--- config.mk ---
export PLATFORM = sky130hd
export DESIGN_NAME = partitioned_range_address_generator_core
export DESIGN_NICKNAME = d
export VERILOG_FILES = /design/src/rtl/core/prag_pkg.sv /design/src/rtl/core/partitioned_range_address_generator_core.sv
export SDC_FILE = /design/constraint.sdc
export NUM_CORES = 1
export LEC_CHECK = 0
export ABC_CLOCK_PERIOD_IN_PS = 8300
export BUFFER_PORTS_ARGS = -buffer_cell sky130_fd_sc_hd__buf_4
export CORE_ASPECT_RATIO = 1.25
export CORE_MARGIN = 2
export CORE_UTILIZATION = 60
export CTS_CLUSTER_DIAMETER = 30
export DETAILED_ROUTE_END_ITERATION = 8
export GPL_ROUTABILITY_DRIVEN = 0
export HOLD_SLACK_MARGIN = 0.08
export PLACE_DENSITY = 0.77
export SETUP_SLACK_MARGIN = 0.15
export SLEW_MARGIN = 40
export SYNTH_ARGS = -nofsm -noshare
export SYNTH_HDL_FRONTEND = slang
export SYNTH_SLANG_ARGS = --single-unit
--- constraint.sdc ---
create_clock -name clk -period 8.3 [get_ports clk]
set_clock_uncertainty 0.2 [all_clocks]
set_input_delay 0.415 -clock clk [delete_from_list [all_inputs] [get_ports clk]]
set_output_delay 0.415 -clock clk [all_outputs]
set_load 0.01 [all_outputs]
--- src/rtl/core/prag_pkg.sv ---
`timescale 1ns / 1ps

package prag_pkg;

	localparam int MAX_RANGES = 8;
	localparam int RANGE_W    = $clog2(MAX_RANGES);
	localparam int OFFSET_W   = 24;
	localparam int UB_W       = 8;
	localparam int UC_W       = 16;
	localparam int CNT_W      = 4;
	localparam int CFG_IDX_W  = 2;
	localparam int CFG_DATA_W = 16;

	typedef logic [OFFSET_W-1:0]  offset_t;
	typedef logic [1:0]           mode_t;
	typedef logic [CFG_IDX_W-1:0] cfg_idx_t;

	localparam mode_t MODE_NEXT       = 2'd0;
	localparam mode_t MODE_REWIND_ONE = 2'd1;
	localparam mode_t MODE_REWIND_ALL = 2'd2;
	localparam mode_t MODE_EVEN_OUT   = 2'd3;

	localparam cfg_idx_t REG_UNIT_BYTES = 2'd0;
	localparam cfg_idx_t REG_UNIT_COUNT = 2'd1;

endpackage

--- src/rtl/core/partitioned_range_address_generator_core.sv ---
`timescale 1ns / 1ps
// Channel   Handshake             Beat
// cfg       cfg_valid/cfg_ready   cfg_index, cfg_data
// in        in_valid/in_stall     mode, range_index, range_count
// out       out_valid/out_stall   offset, valid_res
//
// Next runs a compare step, then an advance step that waits for the output slot.
// Rewind one and rewind all run an 8-step shift-add multiply, then the range writes.
// Even out runs an 8-step multiply, a 16-step restoring divide, an 8-step multiply, then n range writes.
// All offset, multiply and divide adds and subtracts share one 24-bit add/subtract unit; in_stall is high while busy.
// Reset clears every cursor and end, sets unit_bytes to 16 and unit_count to 0.
// A new beat is accepted while a result waits on a stalled output.
module partitioned_range_address_generator_core (
	input  logic                               clk,
	input  logic                               arst_n,
	input  logic                               cfg_valid,
	output logic                               cfg_ready,
	input  prag_pkg::cfg_idx_t                 cfg_index,
	input  logic [prag_pkg::CFG_DATA_W-1:0]    cfg_data,
	input  logic                               in_valid,
	output logic                               in_stall,
	input  prag_pkg::mode_t                    mode,
	input  logic [2:0]                         range_index,
	input  logic [prag_pkg::CNT_W-1:0]         range_count,
	output logic                               out_valid,
	input  logic                               out_stall,
	output prag_pkg::offset_t                  offset,
	output logic                               valid_res
);
	import prag_pkg::*;

	localparam logic [2:0] S_IDLE = 3'd0;
	localparam logic [2:0] S_CMP  = 3'd1;
	localparam logic [2:0] S_ADV  = 3'd2;
	localparam logic [2:0] S_MULB = 3'd3;
	localparam logic [2:0] S_DIV  = 3'd4;
	localparam logic [2:0] S_MULP = 3'd5;
	localparam logic [2:0] S_FILL = 3'd6;

	localparam logic [CNT_W-1:0] MUL_LAST = CNT_W'(UB_W - 1);
	localparam logic [CNT_W-1:0] DIV_LAST = CNT_W'(UC_W - 1);

	logic [2:0]            state_q;
	logic [UB_W-1:0]       unit_bytes_q;
	logic [UC_W-1:0]       unit_count_q;
	offset_t               cursor_q [MAX_RANGES];
	offset_t               end_q    [MAX_RANGES];

	mode_t                 op_q;
	logic [RANGE_W-1:0]    idx_q;
	logic [RANGE_W-1:0]    i_q;
	logic [RANGE_W-1:0]    last_q;
	logic [CNT_W-1:0]      n_q;
	logic [CNT_W-1:0]      step_q;
	logic                  ok_q;
	offset_t               acc_q;
	offset_t               mcand_q;
	logic [UB_W-1:0]       mplier_q;
	logic [UC_W-1:0]       div_q;
	logic [RANGE_W-1:0]    rem_q;
	offset_t               per_q;
	offset_t               buf_q;
	offset_t               pos_q;

	logic                  out_valid_q;
	offset_t               offset_q;
	logic                  valid_res_q;

	offset_t               alu_a;
	offset_t               alu_b;
	logic                  alu_sub;
	logic [OFFSET_W:0]     alu_sum;
	offset_t               acc_next;
	logic [RANGE_W:0]      trial;
	logic                  ge;
	logic [CNT_W-1:0]      n_clamp;
	logic                  in_acc;
	logic                  out_free;
	logic                  fill_done;
	logic [RANGE_W-1:0]    wr_idx;
	offset_t               cur_rd;
	offset_t               end_rd;

	assign cfg_ready = 1'b1;
	assign in_stall  = (state_q != S_IDLE);
	assign in_acc    = in_valid && !in_stall;
	assign out_valid = out_valid_q;
	assign offset    = offset_q;
	assign valid_res = valid_res_q;
	assign out_free  = !out_valid_q || !out_stall;

	assign cur_rd    = cursor_q[idx_q];
	assign end_rd    = end_q[idx_q];
	assign trial     = {rem_q, div_q[UC_W-1]};
	assign ge        = alu_sum[OFFSET_W];
	assign acc_next  = mplier_q[0] ? alu_sum[OFFSET_W-1:0] : acc_q;
	assign n_clamp   = (range_count > CNT_W'(MAX_RANGES)) ? CNT_W'(MAX_RANGES) : range_count;
	assign fill_done = (op_q == MODE_REWIND_ONE) || (i_q == last_q);
	assign wr_idx    = (op_q == MODE_REWIND_ONE) ? idx_q : i_q;

	always_comb begin
		alu_a   = '0;
		alu_b   = '0;
		alu_sub = 1'b0;
		unique case (state_q) inside
			S_CMP: begin
				alu_a   = cur_rd;
				alu_b   = end_rd;
				alu_sub = 1'b1;
			end
			S_ADV: begin
				alu_a = cur_rd;
				alu_b = OFFSET_W'(unit_bytes_q);
			end
			S_MULB, S_MULP: begin
				alu_a = acc_q;
				alu_b = mcand_q;
			end
			S_DIV: begin
				alu_a   = OFFSET_W'(trial);
				alu_b   = OFFSET_W'(n_q);
				alu_sub = 1'b1;
			end
			S_FILL: begin
				alu_a = pos_q;
				alu_b = per_q;
			end
			default: begin
				alu_a = '0;
			end
		endcase
		alu_sum = {1'b0, alu_a} + {1'b0, (alu_sub ? ~alu_b : alu_b)}
			+ (OFFSET_W+1)'(alu_sub);
	end

	always_ff @(posedge clk or negedge arst_n) begin
		if (!arst_n) begin
			unit_bytes_q <= UB_W'(16);
			unit_count_q <= '0;
		end else if (cfg_valid && cfg_ready) begin
			if (cfg_index == REG_UNIT_BYTES) begin
				unit_bytes_q <= cfg_data[UB_W-1:0];
			end else if (cfg_index == REG_UNIT_COUNT) begin
				unit_count_q <= cfg_data[UC_W-1:0];
			end
		end
	end

	always_ff @(posedge clk or negedge arst_n) begin
		if (!arst_n) begin
			for (int k = 0; k < MAX_RANGES; k++) begin
				cursor_q[k] <= '0;
				end_q[k]    <= '0;
			end
		end else if (state_q == S_ADV) begin
			if (out_free && ok_q) begin
				cursor_q[idx_q] <= alu_sum[OFFSET_W-1:0];
			end
		end else if (state_q == S_FILL) begin
			cursor_q[wr_idx] <= (op_q == MODE_EVEN_OUT) ? pos_q : '0;
			end_q[wr_idx]    <= (op_q == MODE_EVEN_OUT && i_q != last_q)
				? alu_sum[OFFSET_W-1:0] : buf_q;
		end
	end

	always_ff @(posedge clk or negedge arst_n) begin
		if (!arst_n) begin
			state_q     <= S_IDLE;
			op_q        <= MODE_NEXT;
			idx_q       <= '0;
			i_q         <= '0;
			last_q      <= '0;
			n_q         <= '0;
			step_q      <= '0;
			ok_q        <= 1'b0;
			acc_q       <= '0;
			mcand_q     <= '0;
			mplier_q    <= '0;
			div_q       <= '0;
			rem_q       <= '0;
			per_q       <= '0;
			buf_q       <= '0;
			pos_q       <= '0;
			out_valid_q <= 1'b0;
			offset_q    <= '0;
			valid_res_q <= 1'b0;
		end else begin
			if (out_valid_q && !out_stall && state_q != S_ADV) begin
				out_valid_q <= 1'b0;
			end
			unique case (state_q)
				S_IDLE: begin
					if (in_acc) begin
						op_q     <= mode;
						idx_q    <= range_index[RANGE_W-1:0];
						acc_q    <= '0;
						mcand_q  <= OFFSET_W'(unit_count_q);
						mplier_q <= unit_bytes_q;
						step_q   <= '0;
						unique case (mode)
							MODE_NEXT: begin
								state_q <= S_CMP;
							end
							MODE_REWIND_ONE, MODE_REWIND_ALL: begin
								last_q  <= RANGE_W'(MAX_RANGES - 1);
								state_q <= S_MULB;
							end
							default: begin
								n_q    <= n_clamp;
								last_q <= RANGE_W'(n_clamp - CNT_W'(1));
								if (range_count != '0) begin
									state_q <= S_MULB;
								end
							end
						endcase
					end
				end
				S_CMP: begin
					ok_q    <= !ge;
					state_q <= S_ADV;
				end
				S_ADV: begin
					if (out_free) begin
						out_valid_q <= 1'b1;
						offset_q    <= ok_q ? cur_rd : '0;
						valid_res_q <= ok_q;
						state_q     <= S_IDLE;
					end
				end
				S_MULB, S_MULP: begin
					acc_q    <= acc_next;
					mcand_q  <= {mcand_q[OFFSET_W-2:0], 1'b0};
					mplier_q <= mplier_q >> 1;
					if (step_q == MUL_LAST) begin
						i_q    <= '0;
						pos_q  <= '0;
						step_q <= '0;
						if (state_q == S_MULP) begin
							per_q   <= acc_next;
							state_q <= S_FILL;
						end else begin
							buf_q <= acc_next;
							div_q <= unit_count_q;
							rem_q <= '0;
							state_q <= (op_q == MODE_EVEN_OUT) ? S_DIV : S_FILL;
						end
					end else begin
						step_q <= step_q + CNT_W'(1);
					end
				end
				S_DIV: begin
					rem_q  <= ge ? alu_sum[RANGE_W-1:0] : trial[RANGE_W-1:0];
					div_q  <= {div_q[UC_W-2:0], ge};
					if (step_q == DIV_LAST) begin
						acc_q    <= '0;
						mcand_q  <= OFFSET_W'({div_q[UC_W-2:0], ge});
						mplier_q <= unit_bytes_q;
						step_q   <= '0;
						state_q  <= S_MULP;
					end else begin
						step_q <= step_q + CNT_W'(1);
					end
				end
				S_FILL: begin
					pos_q <= alu_sum[OFFSET_W-1:0];
					if (fill_done) begin
						state_q <= S_IDLE;
					end else begin
						i_q <= i_q + RANGE_W'(1);
					end
				end
				default: begin
					state_q <= S_IDLE;
				end
			endcase
		end
	end

	a_null_zero: assert property (@(posedge clk) disable iff (!arst_n)
		out_valid && !valid_res |-> offset == '0)
		else $error("exhausted beat carries a nonzero offset");

	a_next_to_cmp: assert property (@(posedge clk) disable iff (!arst_n)
		in_valid && !in_stall && mode == MODE_NEXT |=> state_q == S_CMP)
		else $error("next beat did not start the compare step");

	a_rem_bound: assert property (@(posedge clk) disable iff (!arst_n)
		state_q == S_DIV |-> ({1'b0, rem_q} < n_q))
		else $error("divide remainder not below divisor");

	a_fill_bound: assert property (@(posedge clk) disable iff (!arst_n)
		state_q == S_FILL |-> i_q <= last_q)
		else $error("fill index ran past the last range");

	a_result_only_from_adv: assert property (@(posedge clk) disable iff (!arst_n)
		!out_valid_q ##1 out_valid_q |-> $past(state_q) == S_ADV)
		else $error("result raised outside the advance step");

endmodule

==> results.cfg, run 1 <==
[logic_synthesis]
synthCells = 3009
netlist-cell-type-count = 78
async_flop_share_pct = 100.0
syn_nets = 3070
ys_warn_count = 0
synthTopCellsByArea = dfrtp_1 52%, nand2_1 6.2%, o21ai_0 6.0%
ys.flop_type = dfrtp_1
synth_edf_count = 0
synth.top_cell.area_share_pct = 51.88
synth_top_cell_by_area = dfrtp_1
synthesis.area_mm2 = 0.02909
synth-seq-cells = 604
ys_seq_area_share_pct = 51.97
syn_avg_cell_area_um2 = 9.667

[clock_tree]
cts-hold-fix-buffers = 32
cts_root_buf = clkbuf_16
cts_inserted_buffers = 108
postCtsSetupRepairBufs = 0
cts.clk_slew.worst_paths_ns = 0.06
insertion_delay_ns = 0.68
cts_tree = done
ctsResizeCount = 0
clockBufferDepth = 3
cts_max_level = 3
cts.sinks = 604

[place]
portBuffers = 58
post-place-cells = 3556
dp_hpwl_um = 65050
placed_area_mm2 = 0.03033
pre_cts_ws_ns = 2.072

[drt]
vias = 27161
wirelength_um = 103200
drc = 0
avgViaCountPerCell = 7.168
wire_per_inst_um = 27.25
ant_nets = 0
first_iter_violations = 4075
dr.pass1.iters = 9

[global_routing]
gr-usage-all-layers_pct = 41.03
grt_max_degree = 146
grt_pass1_vias = 27183
grt_pass1_wl_um = 158600
antenna_found_initial = 2
grt_overflow = 0

[floorplanning]
core_mm2 = 0.04808
rows = 90
start_util_pct = 60.49
dieArea_mm2 = 0.05027
fp.dieW_um = 200.9
ios = 60
fp.dieH_um = 250.2

[finish]
nets = 3117
instances_no_fill = 3789
insertedDiodeCount = 0
syn_to_final_growth_pct = 18.72
drive_gt1_share_pct = 14.88
postLayoutCellArea_mm2 = 0.03453

[timing]
fin_crit_ns = 6.636
slew_viol_final = 0
final_hold_viol_count = 0
setup_ws_ns = 1.664
finalSetupViolations = 0
setup_tns_ns = 0
relSlewSlack_pct = 36.29
worst_slew_pin_slew_ns = 0.9556
rsz0062_at_grt = no
fin_crit_sh_pct = 79.95
fmax_ghz = 0.1507

[worst_setup_path]
r2r_cells = 18
cp.required_ns = 8.63
crit_path_max_fanout = 33
r2r_setup_slack_ns = 1.66
r2r-start = idx_q[0]$_DFFE_PN0P_
end_kind = flop
worstSetupStartpoint = idx_q[0]$_DFFE_PN0P_
reg2reg_to = end_q[130]$_DFFE_PN0P_
critPathCapture = end_q[130]$_DFFE_PN0P_
cp-start-kind = flop
critPathKind = reg -> reg
crit_arrival_ns = 6.97

[outcome]
outcome = complete, no violations

[power]
p_per_area_mw_per_mm2 = 424.7
max-vdd-ir-drop_mv = 0.2540
total_power_uw = 14670
p_leak_uw = 0.01517

[worst_hold_path]
hold_class = in -> async

[run]
max_cap_viol_count = 0
cells by family (layout without fill, tap and decap cells):
logic type	count (synthesis)	in the layout	share of synthesized area (%)
adder cells (fa/ha/maj)	30	30	1.308
XOR/XNOR	23	23	0.7184
multiplexers	103	103	3.816
AND/OR/NAND/NOR	844	844	12.19
buffers and inverters	285	421	3.820
AO/OA/AOI/OAI	1119	1119	26.17
other	1	1	0.01289
flip-flops	604	604	51.97
cell usage after synthesis (14+ instances only):
| library cell | count |
|---|---|
| a211oi_1 | 17 |
| a21o_1 | 15 |
| a21oi_1 | 116 |
| a221o_1 | 41 |
| a221oi_1 | 15 |
| a222oi_1 | 16 |
| a22o_1 | 118 |
| a22oi_1 | 167 |
| a31oi_1 | 46 |
| and3_1 | 15 |
| buf_1 | 24 |
| buf_2 | 17 |
| clkbuf_1 | 189 |
| dfrtp_1 | 603 |
| ha_1 | 28 |
| inv_1 | 49 |
| mux2_2 | 53 |
| mux2i_1 | 49 |
| nand2_1 | 484 |
| nand2b_1 | 14 |
| nand3_1 | 32 |
| nand4_1 | 38 |
| nor2_1 | 194 |
| nor3_1 | 19 |
| o21a_1 | 16 |
| o21ai_0 | 347 |
| o221ai_1 | 62 |
| o22ai_1 | 67 |
| xor2_1 | 15 |
worst max-delay path, stage by stage (launching register included):
cell and delay (ns):
dfrtp_1 0.65, buf_4 0.40, and3_2 0.48, buf_4 0.64, a22o_1 0.24, a221oi_1 0.05
and3_1 0.26, o221ai_1 0.26, inv_1 0.10, fa_1 0.41, nor2b_1 0.19, o2111ai_1 0.18
a21oi_1 0.29, o211ai_1 0.18, a31oi_1 0.38, nand2b_1 0.80, nor2_1 0.09, a21oi_1 0.46
o21ai_0 0.20
how the worst min path moves through the flow:
stage | startpoint | to | slack [ns] | cells after the start
finish | arst_n | end_q[0]$_DFFE_PN0P_ | 0.14 | 2
global route | cfg_index[0] | unit_count_q[2]$_DFFE_PN0P_ | 0.15 | 3
CTS | arst_n | end_q[120]$_DFFE_PN0P_ | 0.18 | 2
detailed placement | arst_n | end_q[0]$_DFFE_PN0P_ | 0.23 | 1
global placement | arst_n | end_q[0]$_DFFE_PN0P_ | 0.22 | 1
floorplan | arst_n | acc_q[0]$_DFFE_PN0P_ | -0.08 | 0
power by group:
group	internal, uW	switching, uW	total [uW]
combinational	1650	4000	5650
clock	3000	1640	4640
sequential	3730	650	4380
total	8380	6290	14700
layout by cell type, fill, tap and decap left out, drive strengths merged, types with 18 or more instances in the layout:
cell and instances:
o221ai 63, inv 66, mux2i 49, a22o 118
ha 28, a31oi 46, dfrtp 603, buf 140
a211oi 18, nor2 198, o21ai 350, a22oi 167
a221o 41, dlygate4sd3 32, mux2 53, o22ai 67
nor3 20, nand2 485, nand3 32, clkinv 32
nand4 38, a21oi 117, clkbuf 122
flip-flops by register name, summed over array words and instances, names as in the netlist, 2 cells and up:
signal,cells
acc_q,24
buf_q,24
cursor_q,192
div_q,16
end_q,192
i_q,3
idx_q,3
last_q,3
mcand_q,24
mplier_q,8
n_q,4
offset,24
op_q,2
per_q,24
pos_q,24
rem_q,3
state_q,3
step_q,4
unit_bytes_q,8
unit_count_q,16
metal layers:
layer / routed length (um) / track usage [%] / part of all wire [%]
met1: 35630 / 50.23 / 35
met3: 13360 / 13.24 / 13
met5: 26 / 0.1931 / 0.025
met4: 8239 / 28.61 / 8.0
met2: 45980 / 61.86 / 45
per-stage QoR:
| stage | hold slack [ns] | utilization, % |
|---|---|---|
| detailed placement | 0.2262 | 63.07 |
| global placement | 0.2187 | 62.65 |
| global route | 0.1470 | 71.82 |
| CTS | 0.1755 | 71.70 |
| finish | 0.1367 | 71.82 |
| floorplan | -0.08059 | - |
area by class of cell:
class / instances / area, um2
well taps: 644 / 805.8
repair buffers: 172 / 1500
inverters: 50 / 187.7
multi-input cells: 2120 / 13090
flip-flops and latches: 604 / 15120
fillers: 3354 / 13550
clock buffers: 122 / 2909
clock inverters: 77 / 919.6
Note: power is estimated with default switching activity, not from simulation.
==> run 2: changes to the inputs <==
- ABC_CLOCK_PERIOD_IN_PS: 8300 -> 6600
- clock period: 8.3 -> 6.6 ns (I/O delays scaled with it)
==> run 2 against run 1 <==
Core utilization is 0.055 points higher. Largest cell class unchanged. Die area stayed put. First-iteration DRC count is 6.4% lower. Design area hardly changed. Highest routed layer is now met4. Critical endpoint is now end_q[116]$_DFFE_PN0P_. Global-route usage is 0.41 points higher.
==> results.cfg, run 2 (synthesis gave the netlist of run 1 again) <==
[finish]
syn_to_final_growth_pct = 18.82
nets = 3145
final_common_cell = dfrtp_1
n_fill_cell = 3347
fin_util_pct = 71.87
largestRegisters = cursor_q (192), end_q (192)
ff_latch_area_mm2 = 0.01512
multi_input_area_mm2 = 0.01300
postLayoutCellArea_mm2 = 0.03456
layout_common_cells = 601 x dfrtp_1, 482 x nand2_1, 347 x o21ai_0
drive_gt1_share_pct = 14.92

[timing]
fin_crit_ns = 6.181
final_hold_viol_count = 0
rsz0062_at_grt = no
fmax_ghz = 0.1618
relSlewSlack_pct = 38.84
fin_crit_sh_pct = 93.65
finalSetupViolations = 0
worst_slew_pin_slew_ns = 0.9059
slew_viol_final = 0
setup_tns_ns = 0
hold_ws_ns = 0.1020

[clock_tree]
cts_root_buf = clkbuf_16
cts_tree = done
cts.sinks = 604
insertion_delay_ns = 0.70
cts_max_level = 3
clockBufferDepth = 3
cts_inserted_buffers = 105
cts.clk_slew.worst_paths_ns = 0.06

[global_routing]
grt_max_degree = 169
grt_overflow = 0
grt_pass1_vias = 26906
gr-usage-all-layers_pct = 41.44
grt_pass1_wl_um = 160000
antenna_found_initial = 3

[drt]
wl_met1_um = 35670
top_layer = met4
drc = 0
avgViaCountPerCell = 7.151
wirelength_um = 103700
wl_met3_um = 14110
dr.pass1.iters = 6
ant_nets = 0
dr_wl_met2_um = 45590
first_iter_violations = 3814
wire_per_inst_um = 27.18
vias = 27288

[place]
dp_hpwl_um = 65930
placed_area_mm2 = 0.03046
portBuffers = 58

[floorplanning]
rows = 90
dieArea_mm2 = 0.05027
fp.dieW_um = 200.9
fp.dieH_um = 250.2
ios = 60
core_mm2 = 0.04808
start_util_pct = 60.49

[worst_setup_path]
cp_slowest_cell = dfrtp_1
worst_path_largest_cell_delay_ns = 0.71
cp-start-kind = flop
crit_path_max_fanout = 26
critPathKind = reg -> reg
r2r-start = idx_q[1]$_DFFE_PN0P_
end_kind = flop
worstSetupStartpoint = idx_q[1]$_DFFE_PN0P_
cp_common_cell = o21ai_0
cp.required_ns = 6.90
worstPathCellList = nand2b_1, nor2_4, buf_4, a221oi_1, nand3_1, o21ai_0, nand2_1, o21ai_0, ha_1, nand4_1, a2111oi_0, o31ai_1, nand2_1, a21oi_1, xnor2_1, buf_4, mux2i_2, o21ai_0
crit_arrival_ns = 6.49

[power]
p_leak_uw = 0.01523
p_per_area_mw_per_mm2 = 529.7
p_int_uw = 10470
max-vdd-ir-drop_mv = 0.3400
pwr-share-clk_pct = 30.9
p_comb_share_pct = 39.1
switching_share_pct = 42.78
pwr-share-seq_pct = 30.0
p_sw_uw = 7831

[worst_hold_path]
hold_class = in -> async

[run]
max_cap_viol_count = 0

[outcome]
outcome = complete, no violations
[run 2: area by class of cell]
type,instances,share of cell area (%)
Tap cell,644,2.332
Clock buffer,125,8.113
Clock inverter,69,2.549
Inverter,50,0.5431
Sequential cell,604,43.75
Antenna cell,1,0.007241
Timing Repair Buffer,203,5.083
Multi-Input combinational cell,2120,37.63
[run 2: worst max-delay path: cells and delay by family, from the launching register on]
| family | cells | cell delay [ns] |
|---|---|---|
| buf+inv | 2 | 0.72 |
| mux | 1 | 0.46 |
| simple gates | 6 | 1.47 |
| fa+ha+maj | 1 | 0.51 |
| flops | 1 | 0.71 |
| xor+xnor | 1 | 0.15 |
| compound gates | 7 | 1.74 |
[run 2: path summary, 6_finish.rpt]
path                            cells after the start                          end  slack (ns)
worst max-delay path                               18       end_q[116]$_DFFE_PN0P_        0.42
worst min-delay path                                3    cursor_q[102]$_DFFE_PN0P_        0.10
worst max register to register                     18       end_q[116]$_DFFE_PN0P_        0.42
worst min register to register                      2        end_q[57]$_DFFE_PN0P_        0.28
max in group asynchronous                           4       state_q[0]$_DFFE_PN0P_        5.06
min in group clk                                    4  unit_count_q[4]$_DFFE_PN0P_        0.14
[run 2: power by group through the flow]
stage / sequential (uW) / combinational, uW / clock, uW
2_1_floorplan: 5190 / 4310 / 0
3_3_place_gp: 5430 / 6470 / 0
3_5_place_dp: 5470 / 6690 / 0
4_1_cts: 5440 / 6780 / 5640
5_1_grt: 5580 / 7460 / 5840
6_report: 5500 / 7150 / 5660
[run 2: what timing repair did]
action                                  in CTS  in global routing
hold buffers                                32                  2
buffers inserted                             0                  0
endpoints found under the setup margin       0                  7
endpoints found under the hold margin      276                  4
gates resized for setup                      0                  1
[run 2: layer usage]
metal  up-vias  track usage, %
met5         -               0
met4         0           28.28
met3       600           13.35
met2      2173           62.05
met1     13217           51.42
li1      11298               -
[run 2: stage by stage]
stage                     std cells  setup slack, ns  total power [uW]
after floorplan                3009            1.814              9501
final                          3816           0.4192             18300
after global placement         3583           0.9792             11900
after global routing           3815           0.2722             18880
after detailed placement       3585           0.6780             12160
after CTS                      3811           0.6113             17860
